File: config.mk
export PLATFORM = sky130hd
export DESIGN_NAME = integer_to_radix_digits
export DESIGN_NICKNAME = d
export VERILOG_FILES = /design/src/sv/itrd_pkg.sv /design/src/sv/itrd_ram.sv /design/src/sv/itrd_front.sv /design/src/sv/itrd_back.sv /design/src/sv/integer_to_radix_digits.sv
export SDC_FILE = /design/constraint.sdc
export NUM_CORES = 1
export LEC_CHECK = 0
export BUFFER_PORTS_ARGS = -buffer_cell sky130_fd_sc_hd__buf_2
export CAP_MARGIN = 5
export CELL_PAD_IN_SITES_DETAIL_PLACEMENT = 1
export CELL_PAD_IN_SITES_GLOBAL_PLACEMENT = 1
export CORE_MARGIN = 2
export CORE_UTILIZATION = 55
export DETAILED_ROUTE_END_ITERATION = 10
export PLACE_DENSITY_LB_ADDON = 0.1
export SLEW_MARGIN = 20
export SYNTH_ARGS = -nofsm -noshare
export SYNTH_HDL_FRONTEND = slang
export SYNTH_SLANG_ARGS = --single-unit
File: constraint.sdc
create_clock -name i_clk -period 8.8 [get_ports i_clk]
set_input_delay 1.76 -clock i_clk [delete_from_list [all_inputs] [get_ports i_clk]]
set_output_delay 1.76 -clock i_clk [all_outputs]
set_load 0.03 [all_outputs]
File: src/sv/itrd_pkg.sv
// shared constants and types for the radix digit converter
`timescale 1ns / 1ps

package itrd_pkg;

    // width of the integer taken in, and of the port that carries it
    localparam int IN_WIDTH    = 63;
    localparam int VALUE_WIDTH = 63;
    localparam int BIT_W       = $clog2(VALUE_WIDTH);

    // digit store
    localparam int STORE_DEPTH = 63;
    localparam int ADDR_W      = $clog2(STORE_DEPTH);
    localparam int COUNT_W     = $clog2(STORE_DEPTH + 1);
    localparam int DIGIT_W     = 4;

    // radix register and its limits
    localparam int RADIX_W = 4;
    localparam logic [RADIX_W-1:0] RADIX_MIN     = RADIX_W'(2);
    localparam logic [RADIX_W-1:0] RADIX_MAX     = RADIX_W'(10);
    localparam logic [RADIX_W-1:0] RADIX_DEFAULT = RADIX_W'(10);

    // output character
    localparam int CHAR_W = 6;
    localparam logic [CHAR_W-1:0] ASCII_ZERO = CHAR_W'(48);

    // descriptor of a finished conversion handed to the emitter
    typedef struct packed {
        logic               valid;
        logic [COUNT_W-1:0] count;
    } t_job;

endpackage

File: src/sv/itrd_ram.sv
// generic single write port ram with registered read
`timescale 1ns / 1ps

module itrd_ram #(
    parameter int WIDTH = 4,
    parameter int DEPTH = 64
) (
    input  logic                     i_clk,
    input  logic                     i_we,
    input  logic [$clog2(DEPTH)-1:0] i_waddr,
    input  logic [WIDTH-1:0]         i_wdata,
    input  logic                     i_re,
    input  logic [$clog2(DEPTH)-1:0] i_raddr,
    output logic [WIDTH-1:0]         o_rdata
);

    logic [WIDTH-1:0] r_mem [DEPTH];
    logic [WIDTH-1:0] r_rdata;

    // write port
    always_ff @(posedge i_clk) begin
        if (i_we) begin
            r_mem[i_waddr] <= i_wdata;
        end
    end

    // registered read port
    always_ff @(posedge i_clk) begin
        if (i_re) begin
            r_rdata <= r_mem[i_raddr];
        end
    end

    assign o_rdata = r_rdata;

endmodule

File: src/sv/itrd_front.sv
// front end: takes a word, saturates the radix and extracts digits by serial division
`timescale 1ns / 1ps

module itrd_front (
    input  logic                           i_clk,
    input  logic                           i_rst_n,
    input  logic                           i_start,
    input  logic [itrd_pkg::IN_WIDTH-1:0]  i_value,
    input  logic [itrd_pkg::RADIX_W-1:0]   i_radix,
    output logic                           o_idle,
    output itrd_pkg::t_job                 o_job,
    input  logic                           i_job_ready,
    output logic                           o_we,
    output logic [itrd_pkg::ADDR_W-1:0]    o_waddr,
    output logic [itrd_pkg::DIGIT_W-1:0]   o_wdata
);

    import itrd_pkg::*;

    localparam logic [1:0] S_IDLE = 2'd0;
    localparam logic [1:0] S_DIV  = 2'd1;
    localparam logic [1:0] S_HAND = 2'd2;

    localparam logic [BIT_W-1:0]   BIT_LAST   = BIT_W'(VALUE_WIDTH - 1);
    localparam logic [COUNT_W-1:0] COUNT_FULL = COUNT_W'(STORE_DEPTH);

    logic [1:0]             r_state, n_state;
    logic [VALUE_WIDTH-1:0] r_quot,  n_quot;
    logic [DIGIT_W-1:0]     r_rem,   n_rem;
    logic [RADIX_W-1:0]     r_radix, n_radix;
    logic [BIT_W-1:0]       r_bit,   n_bit;
    logic [COUNT_W-1:0]     r_count, n_count;

    logic [VALUE_WIDTH-1:0] value_in;
    logic                   value_zero;
    logic [RADIX_W-1:0]     radix_eff;
    logic [DIGIT_W:0]       rem_ext;
    logic [DIGIT_W:0]       rem_diff;
    logic                   rem_ge;
    logic [DIGIT_W-1:0]     rem_new;
    logic [VALUE_WIDTH-1:0] quot_new;
    logic [COUNT_W-1:0]     count_inc;

    // input classification and radix saturation
    always_comb begin
        value_in   = i_value[VALUE_WIDTH-1:0];
        value_zero = (value_in == '0);
        if (i_radix < RADIX_MIN) begin
            radix_eff = RADIX_MIN;
        end else if (i_radix > RADIX_MAX) begin
            radix_eff = RADIX_MAX;
        end else begin
            radix_eff = i_radix;
        end
    end

    // one restoring division step per cycle
    always_comb begin
        rem_ext  = {r_rem, r_quot[VALUE_WIDTH-1]};
        rem_diff = rem_ext - {1'b0, r_radix};
        rem_ge   = (rem_ext >= {1'b0, r_radix});
        rem_new  = rem_ge ? rem_diff[DIGIT_W-1:0] : rem_ext[DIGIT_W-1:0];
        quot_new = {r_quot[VALUE_WIDTH-2:0], rem_ge};
        count_inc = r_count + COUNT_W'(1);
    end

    // digit store writes
    always_comb begin
        o_we    = 1'b0;
        o_waddr = r_count[ADDR_W-1:0];
        o_wdata = rem_new;
        if (r_state == S_IDLE) begin
            o_we    = i_start && value_zero;
            o_waddr = '0;
            o_wdata = '0;
        end else if (r_state == S_DIV) begin
            o_we = (r_bit == '0);
        end
    end

    // sequencer
    always_comb begin
        n_state = r_state;
        n_quot  = r_quot;
        n_rem   = r_rem;
        n_radix = r_radix;
        n_bit   = r_bit;
        n_count = r_count;
        case (r_state)
            S_IDLE: begin
                if (i_start) begin
                    n_quot  = value_in;
                    n_rem   = '0;
                    n_radix = radix_eff;
                    n_bit   = BIT_LAST;
                    if (value_zero) begin
                        n_count = COUNT_W'(1);
                        n_state = S_HAND;
                    end else begin
                        n_count = '0;
                        n_state = S_DIV;
                    end
                end
            end
            S_DIV: begin
                n_quot = quot_new;
                n_rem  = rem_new;
                n_bit  = r_bit - BIT_W'(1);
                if (r_bit == '0) begin
                    n_count = count_inc;
                    n_rem   = '0;
                    n_bit   = BIT_LAST;
                    if (quot_new == '0 || count_inc == COUNT_FULL) begin
                        n_state = S_HAND;
                    end
                end
            end
            S_HAND: begin
                if (i_job_ready) begin
                    n_state = S_IDLE;
                end
            end
            default: begin
                n_state = S_IDLE;
            end
        endcase
    end

    // control registers
    always_ff @(posedge i_clk) begin
        if (!i_rst_n) begin
            r_state <= S_IDLE;
            r_count <= '0;
        end else begin
            r_state <= n_state;
            r_count <= n_count;
        end
    end

    // datapath registers
    always_ff @(posedge i_clk) begin
        r_quot  <= n_quot;
        r_rem   <= n_rem;
        r_radix <= n_radix;
        r_bit   <= n_bit;
    end

    assign o_idle      = (r_state == S_IDLE);
    assign o_job.valid = (r_state == S_HAND);
    assign o_job.count = r_count;

endmodule

File: src/sv/itrd_back.sv
// back end: reads buffered digits most significant first and emits characters
`timescale 1ns / 1ps

module itrd_back (
    input  logic                          i_clk,
    input  logic                          i_rst_n,
    input  itrd_pkg::t_job                i_job,
    output logic                          o_job_ready,
    output logic                          o_busy,
    output logic                          o_re,
    output logic [itrd_pkg::ADDR_W-1:0]   o_raddr,
    input  logic [itrd_pkg::DIGIT_W-1:0]  i_rdata,
    output logic                          o_valid,
    output logic [itrd_pkg::CHAR_W-1:0]   o_digit_char,
    output logic                          o_last_digit
);

    import itrd_pkg::*;

    logic              r_active, n_active;
    logic [ADDR_W-1:0] r_ptr,    n_ptr;
    logic              r_pend,   n_pend;
    logic              r_last,   n_last;
    logic [COUNT_W-1:0] job_top;

    assign o_job_ready = !r_active;
    assign job_top     = i_job.count - COUNT_W'(1);

    // read pointer walks down from the top digit
    always_comb begin
        n_active = r_active;
        n_ptr    = r_ptr;
        n_pend   = 1'b0;
        n_last   = r_last;
        if (r_active) begin
            n_pend = 1'b1;
            n_last = (r_ptr == '0);
            if (r_ptr == '0) begin
                n_active = 1'b0;
            end else begin
                n_ptr = r_ptr - ADDR_W'(1);
            end
        end else if (i_job.valid) begin
            n_active = 1'b1;
            n_ptr    = job_top[ADDR_W-1:0];
        end
    end

    // control registers
    always_ff @(posedge i_clk) begin
        if (!i_rst_n) begin
            r_active <= 1'b0;
            r_pend   <= 1'b0;
        end else begin
            r_active <= n_active;
            r_pend   <= n_pend;
        end
    end

    // pointer and last mark
    always_ff @(posedge i_clk) begin
        r_ptr  <= n_ptr;
        r_last <= n_last;
    end

    assign o_re    = r_active;
    assign o_raddr = r_ptr;
    assign o_busy  = r_active || r_pend;

    // output word, in the cycle after the read
    assign o_valid      = r_pend;
    assign o_digit_char = ASCII_ZERO + CHAR_W'(i_rdata);
    assign o_last_digit = r_last;

endmodule

File: src/sv/integer_to_radix_digits.sv
// top level of the integer to radix digit converter
`timescale 1ns / 1ps
//
// Converts one non-negative integer to ASCII digits in a radix of 2 to 10.
// Input word: i_value, taken at a clock edge where start is high and busy
// is low. Output words: o_digit_char with o_last_digit, each valid for one
// cycle while o_valid is high, most significant digit first; o_last_digit
// marks the least significant digit. A zero input gives the single digit '0'.
// Radix: written through i_cfg_we / i_cfg_wdata; the user must write it only
// while busy is low, which the block itself does not enforce. Values below 2
// act as 2, values above 10 act as 10. Reset sets the radix to 10.
// Timing: the front end divides by the radix one quotient bit per cycle and
// finishes all digits before the first is emitted, then emits one digit per
// cycle. A zero input skips the division. The worst case is radix 2 with 63
// digits. Busy stays high until the last digit has been presented; one word
// is handled at a time.
// Reset is synchronous, active low, and returns the block to idle at once.
// The receiver cannot stall: every output word is taken in its cycle.
//

module integer_to_radix_digits (
    input  logic                           i_clk,
    input  logic                           i_rst_n,
    input  logic                           start,
    output logic                           busy,
    input  logic [itrd_pkg::IN_WIDTH-1:0]  i_value,
    input  logic                           i_cfg_we,
    input  logic [itrd_pkg::RADIX_W-1:0]   i_cfg_wdata,
    output logic                           o_valid,
    output logic [itrd_pkg::CHAR_W-1:0]    o_digit_char,
    output logic                           o_last_digit
);

    import itrd_pkg::*;

    logic [RADIX_W-1:0] r_radix;
    logic               accept;
    logic               front_idle;
    logic               back_busy;
    logic               job_ready;
    t_job               job;
    logic               we;
    logic [ADDR_W-1:0]  waddr;
    logic [DIGIT_W-1:0] wdata;
    logic               re;
    logic [ADDR_W-1:0]  raddr;
    logic [DIGIT_W-1:0] rdata;

    // radix register
    always_ff @(posedge i_clk) begin
        if (!i_rst_n) begin
            r_radix <= RADIX_DEFAULT;
        end else if (i_cfg_we) begin
            r_radix <= i_cfg_wdata;
        end
    end

    // handshake
    assign busy   = !front_idle || back_busy || job.valid;
    assign accept = start && !busy;

    // digit extraction
    itrd_front u_front (
        .i_clk       (i_clk),
        .i_rst_n     (i_rst_n),
        .i_start     (accept),
        .i_value     (i_value),
        .i_radix     (r_radix),
        .o_idle      (front_idle),
        .o_job       (job),
        .i_job_ready (job_ready),
        .o_we        (we),
        .o_waddr     (waddr),
        .o_wdata     (wdata)
    );

    // digit store
    itrd_ram #(
        .WIDTH (DIGIT_W),
        .DEPTH (STORE_DEPTH)
    ) u_store (
        .i_clk   (i_clk),
        .i_we    (we),
        .i_waddr (waddr),
        .i_wdata (wdata),
        .i_re    (re),
        .i_raddr (raddr),
        .o_rdata (rdata)
    );

    // character emission
    itrd_back u_back (
        .i_clk        (i_clk),
        .i_rst_n      (i_rst_n),
        .i_job        (job),
        .o_job_ready  (job_ready),
        .o_busy       (back_busy),
        .o_re         (re),
        .o_raddr      (raddr),
        .i_rdata      (rdata),
        .o_valid      (o_valid),
        .o_digit_char (o_digit_char),
        .o_last_digit (o_last_digit)
    );

endmodule
==> results list <==
- After the first detailed-routing iteration, the DRC count stood at 867.
- In this run, synthesis inferred 340 flip-flops with an integrated enable.
- In the global route stage, overall resource usage came out at 26.9%.
- Fill cells: 2,556
- Sinks on the clock net: 354
- After clock tree synthesis, the flow added hold-fix buffers numbering 0.
- For the worst setup path, the data required time is 8.97 ns.
- The biggest area contributor in the post-synthesis netlist is edfxtp_1.
* Total of cells resized after clock tree synthesis: 0
* Area share of and/or/nand/nor cells after synthesis: 12.2%
* Maximum achievable frequency: 0.248 GHz
- Length of the first detailed-routing pass in iterations: 5
- The via count of the first global-routing pass came to 9,712.
* Number of buffers and inverters on the critical path: 1
- The worst setup path is launched from an input port.
- Cells fill 62.7% of the core in the end.
* Weighted congestion reported at the end of routability-driven placement: 0.823
- Largest buffer count on any clock path: 3
- Core area: 0.0269 mm²
- Leak Pwr: 5.96 nW
- Net total in the final layout: 1,196
- Post-route fraction of the period consumed by the critical path: 45.7%
- Width of the die: 169 µm
- Area of the multi-input gates: 0.00426 mm²
* Setup slack of the critical path after layout: 4.78 ns
- Clock latency of the later-clocked register in the worst-skew pair: 0.53 ns
- 0 antenna diodes ended up in the layout.
- Maximum resistive drop on vdd: 0.222 mV
- Detailed-route wire length per cell: 24.9 µm
- Sequential cell area: 0.0105 mm²
- Of the post-synthesis cell area, the part taken by muxes is 10.8%.
- Area enclosed by the die boundary: 0.0287 mm²
- The final count of hold timing violations is 0.
- For this run, the register share of the synthesized area comes to 69.8%.
- Xor/xnor cell area share of the yosys netlist: 0.641%
- During placement, the flow inserted port buffers numbering 77.
- The H-tree generated during clock tree synthesis spans 2 levels.
- Leaving out filler cells and counting taps, the final layout contains 1,483.
* I/O pin total: 80
- The smallest clock period supported by the final layout is computed as 4.02 ns.
- Yosys reg bits: 354
- Synthesized instance count: 1,039
- Cell Count Post-Placement: 1,417
- By area, the combinational part of the netlist is dominated by simple AND/OR/NAND/NOR gates.
- Synthesized-area fraction occupied by adder cells: 0.799%
- In this run the biggest area consumer among cell types represents 67.9% of the synthesized area.
- The synthesized netlist devotes 3.54% of its cell area to compound gates.
- At the pin with the least slew margin, the transition time is 0.978 ns.
- After routing, the total negative slack on setup checks comes to 0 ns.
- Entering global routing, the biggest net connects 74 pins.
- After routing the design area is 0.0169 mm².
- Once placement finished, the instance area stood at 0.0157 mm².
- The worst pin sits at a relative slew slack of 34.8%.
* Post-route ant nets: 0
* Detailed placer's ending HPWL: 23.6 mm
- Wire length reported by the detailed router: 37.0 mm
- Cells taking the most area after synthesis: edfxtp_1 68%, mux4_2 7.0%, nand2_1 5.6%
- In the synthesized netlist the async set-or-reset flop fraction comes to 0%.
- DRC errors left: 0
* CTS tree: yes
- STA classifies the critical path endpoint as a flop.
* Setup repair after global routing missed its margin: false
* Clock buffers created by TritonCTS: 38
* Final global-route overflow total: 0
- Type of the worst setup path: in2reg
- Arrival @ worst endpoint: 4.20 ns
- Before CTS, the worst setup slack after placement is 4.27 ns.
- On the critical path the largest part of the delay comes from simple AND/OR/NAND/NOR gates.
- For this configuration, the core starts out at a cell density of 56.0%.
- Post-route worst hold slack: 0.533 ns
* Outcome: completed
- Compared with the post-synthesis result, the final layout area differs by 12.1%.
- The synthesized netlist contains 57 unique library cells.
* Root Driver: clkbuf_16
* Layout cell share with drive strength beyond 1: 18.3%
- Dividing total power by cell area gives a power density of 233 mW/mm².
- Walking the worst path, the cells encountered are buf_2 -> nor4_1 -> nand4_1 -> nor4_1 -> a21o_1 -> o21ai_1 -> nor2_1.
- Max Clock Skew: 0.0153 ns
- Antenna violations before repair: 0
* Number of rows created at floorplan: 60
- The design draws 3.93 mW.
- In this run the cell area of the synthesized design comes to 0.0150 mm².
- Clock slew seen by the registers of the worst setup and hold paths: 0.06 ns
- Synth warn: 0
- The first global-routing pass estimated 57.6 mm of wire.
- The most used flip-flop cell after synthesis is edfxtp_1.
- Max stage delay cell, worst path: nor4_1
* Total of endpoints with negative setup slack in the final report: 0
- Vias: 9,092
* Via-per-instance ratio: 6.13
* Critical path's largest stage delay: 0.82 ns
- Critical Path Most Common Cell: nor4_1
* Post-CTS Repair Setup Buffers: 0
- The floorplan step set the die height to 169 µm.
* Hold Path Class: reg2reg
* Top fanout value on the critical path: 8
* Slew Viols, Final: 0
- The average instance in the mapped netlist occupies 14.5 µm².
- Max-cap violations in this run came to 0.
## cells in the final DEF (no fill, tap or decap), drive strengths merged, types with 5 or more instances in the layout
| cell | count |
|---|---|
| a211oi | 5 |
| a21oi | 13 |
| a221oi | 5 |
| a22oi | 12 |
| and2 | 5 |
| buf | 91 |
| clkbuf | 44 |
| clkinv | 18 |
| dfxtp | 14 |
| edfxtp | 340 |
| ha | 8 |
| inv | 15 |
| mux2 | 5 |
| mux2i | 43 |
| mux4 | 50 |
| nand2 | 225 |
| nand3 | 13 |
| nand4 | 12 |
| nor2 | 92 |
| nor2b | 15 |
| nor3 | 9 |
| nor4 | 32 |
| o21ai | 15 |
| o22ai | 7 |
| xnor2 | 5 |
| xor2 | 6 |
## synthesized netlist by cell type, drive strengths merged, types with 2 or more instances
library cell  instances
mux2i                43
and2                  5
o221ai                3
nor2                 92
o211ai                3
a221oi                5
o21ai                15
o31ai                 2
a22oi                12
mux4                 50
buf                  23
a22o                  2
nand2               225
nand2b                4
nand3                13
ha                    8
inv                  13
a2111oi               3
a21oi                13
a211oi                5
clkbuf               32
mux2                  5
nor3                  9
nand3b                4
nand4                12
nor2b                15
dfxtp                14
xnor2                 5
edfxtp              340
o22ai                 7
or3                   4
nor4                 32
nand4b                2
xor2                  6
## state kept, by name, summed over array words and instances (netlist names), 2 cells and up
| register | count |
|---|---|
| r_radix | 4 |
| u_back.o_raddr | 6 |
| u_front.r_bit | 6 |
| u_front.r_count | 6 |
| u_front.r_quot | 63 |
| u_front.r_radix | 4 |
| u_front.r_rem | 4 |
| u_front.r_state | 2 |
| u_store.o_rdata | 4 |
| u_store.r_mem | 252 |
## power breakdown
group	internal [mW]	switching [mW]	total, mW
Clock	0.854	0.638	1.49
Combinational	0.112	0.269	0.382
Sequential	2.00	0.0550	2.06
## area by class of cell
type	instances	share of cell area, %
well taps	341	2.53
clock buffers	44	5.77
flip-flops and latches	354	62.2
multi-input cells	618	25.3
inverters	13	0.289
clock inverters	22	1.04
repair buffers	91	2.91
## logic make-up after synthesis
logic type | after synthesis
AOI/OAI and AO/OA | 77
and+or+nand+nor | 421
muxes | 98
DFF | 354
other | 1
buffers and inverters | 68
adders and majority gates | 9
xor gates and xnor gates | 11
## layer usage
| metal | part of all wire, % | GRT usage [%] | up-vias |
|---|---|---|---|
| li1 | - | - | 4068 |
| met4 | 2.6 | 7.99 | 0 |
| met1 | 42 | 36.8 | 4636 |
| met5 | 0 | 0 | - |
| met2 | 49 | 44.4 | 313 |
| met3 | 6.7 | 4.97 | 75 |
## path summary, 6_finish.rpt
kind	startpoint	to	slack (ns)	cells past startpoint
setup / recovery	i_value[61]	u_store.r_mem[6][3]	4.78	7
hold / removal	r_radix[3]	u_front.r_radix[3]	0.53	0
setup reg to reg	u_back.o_raddr[0]	u_store.o_rdata[1]	5.34	6
hold reg to reg	r_radix[3]	u_front.r_radix[3]	0.53	0
Power figures use the tool's default switching activity.
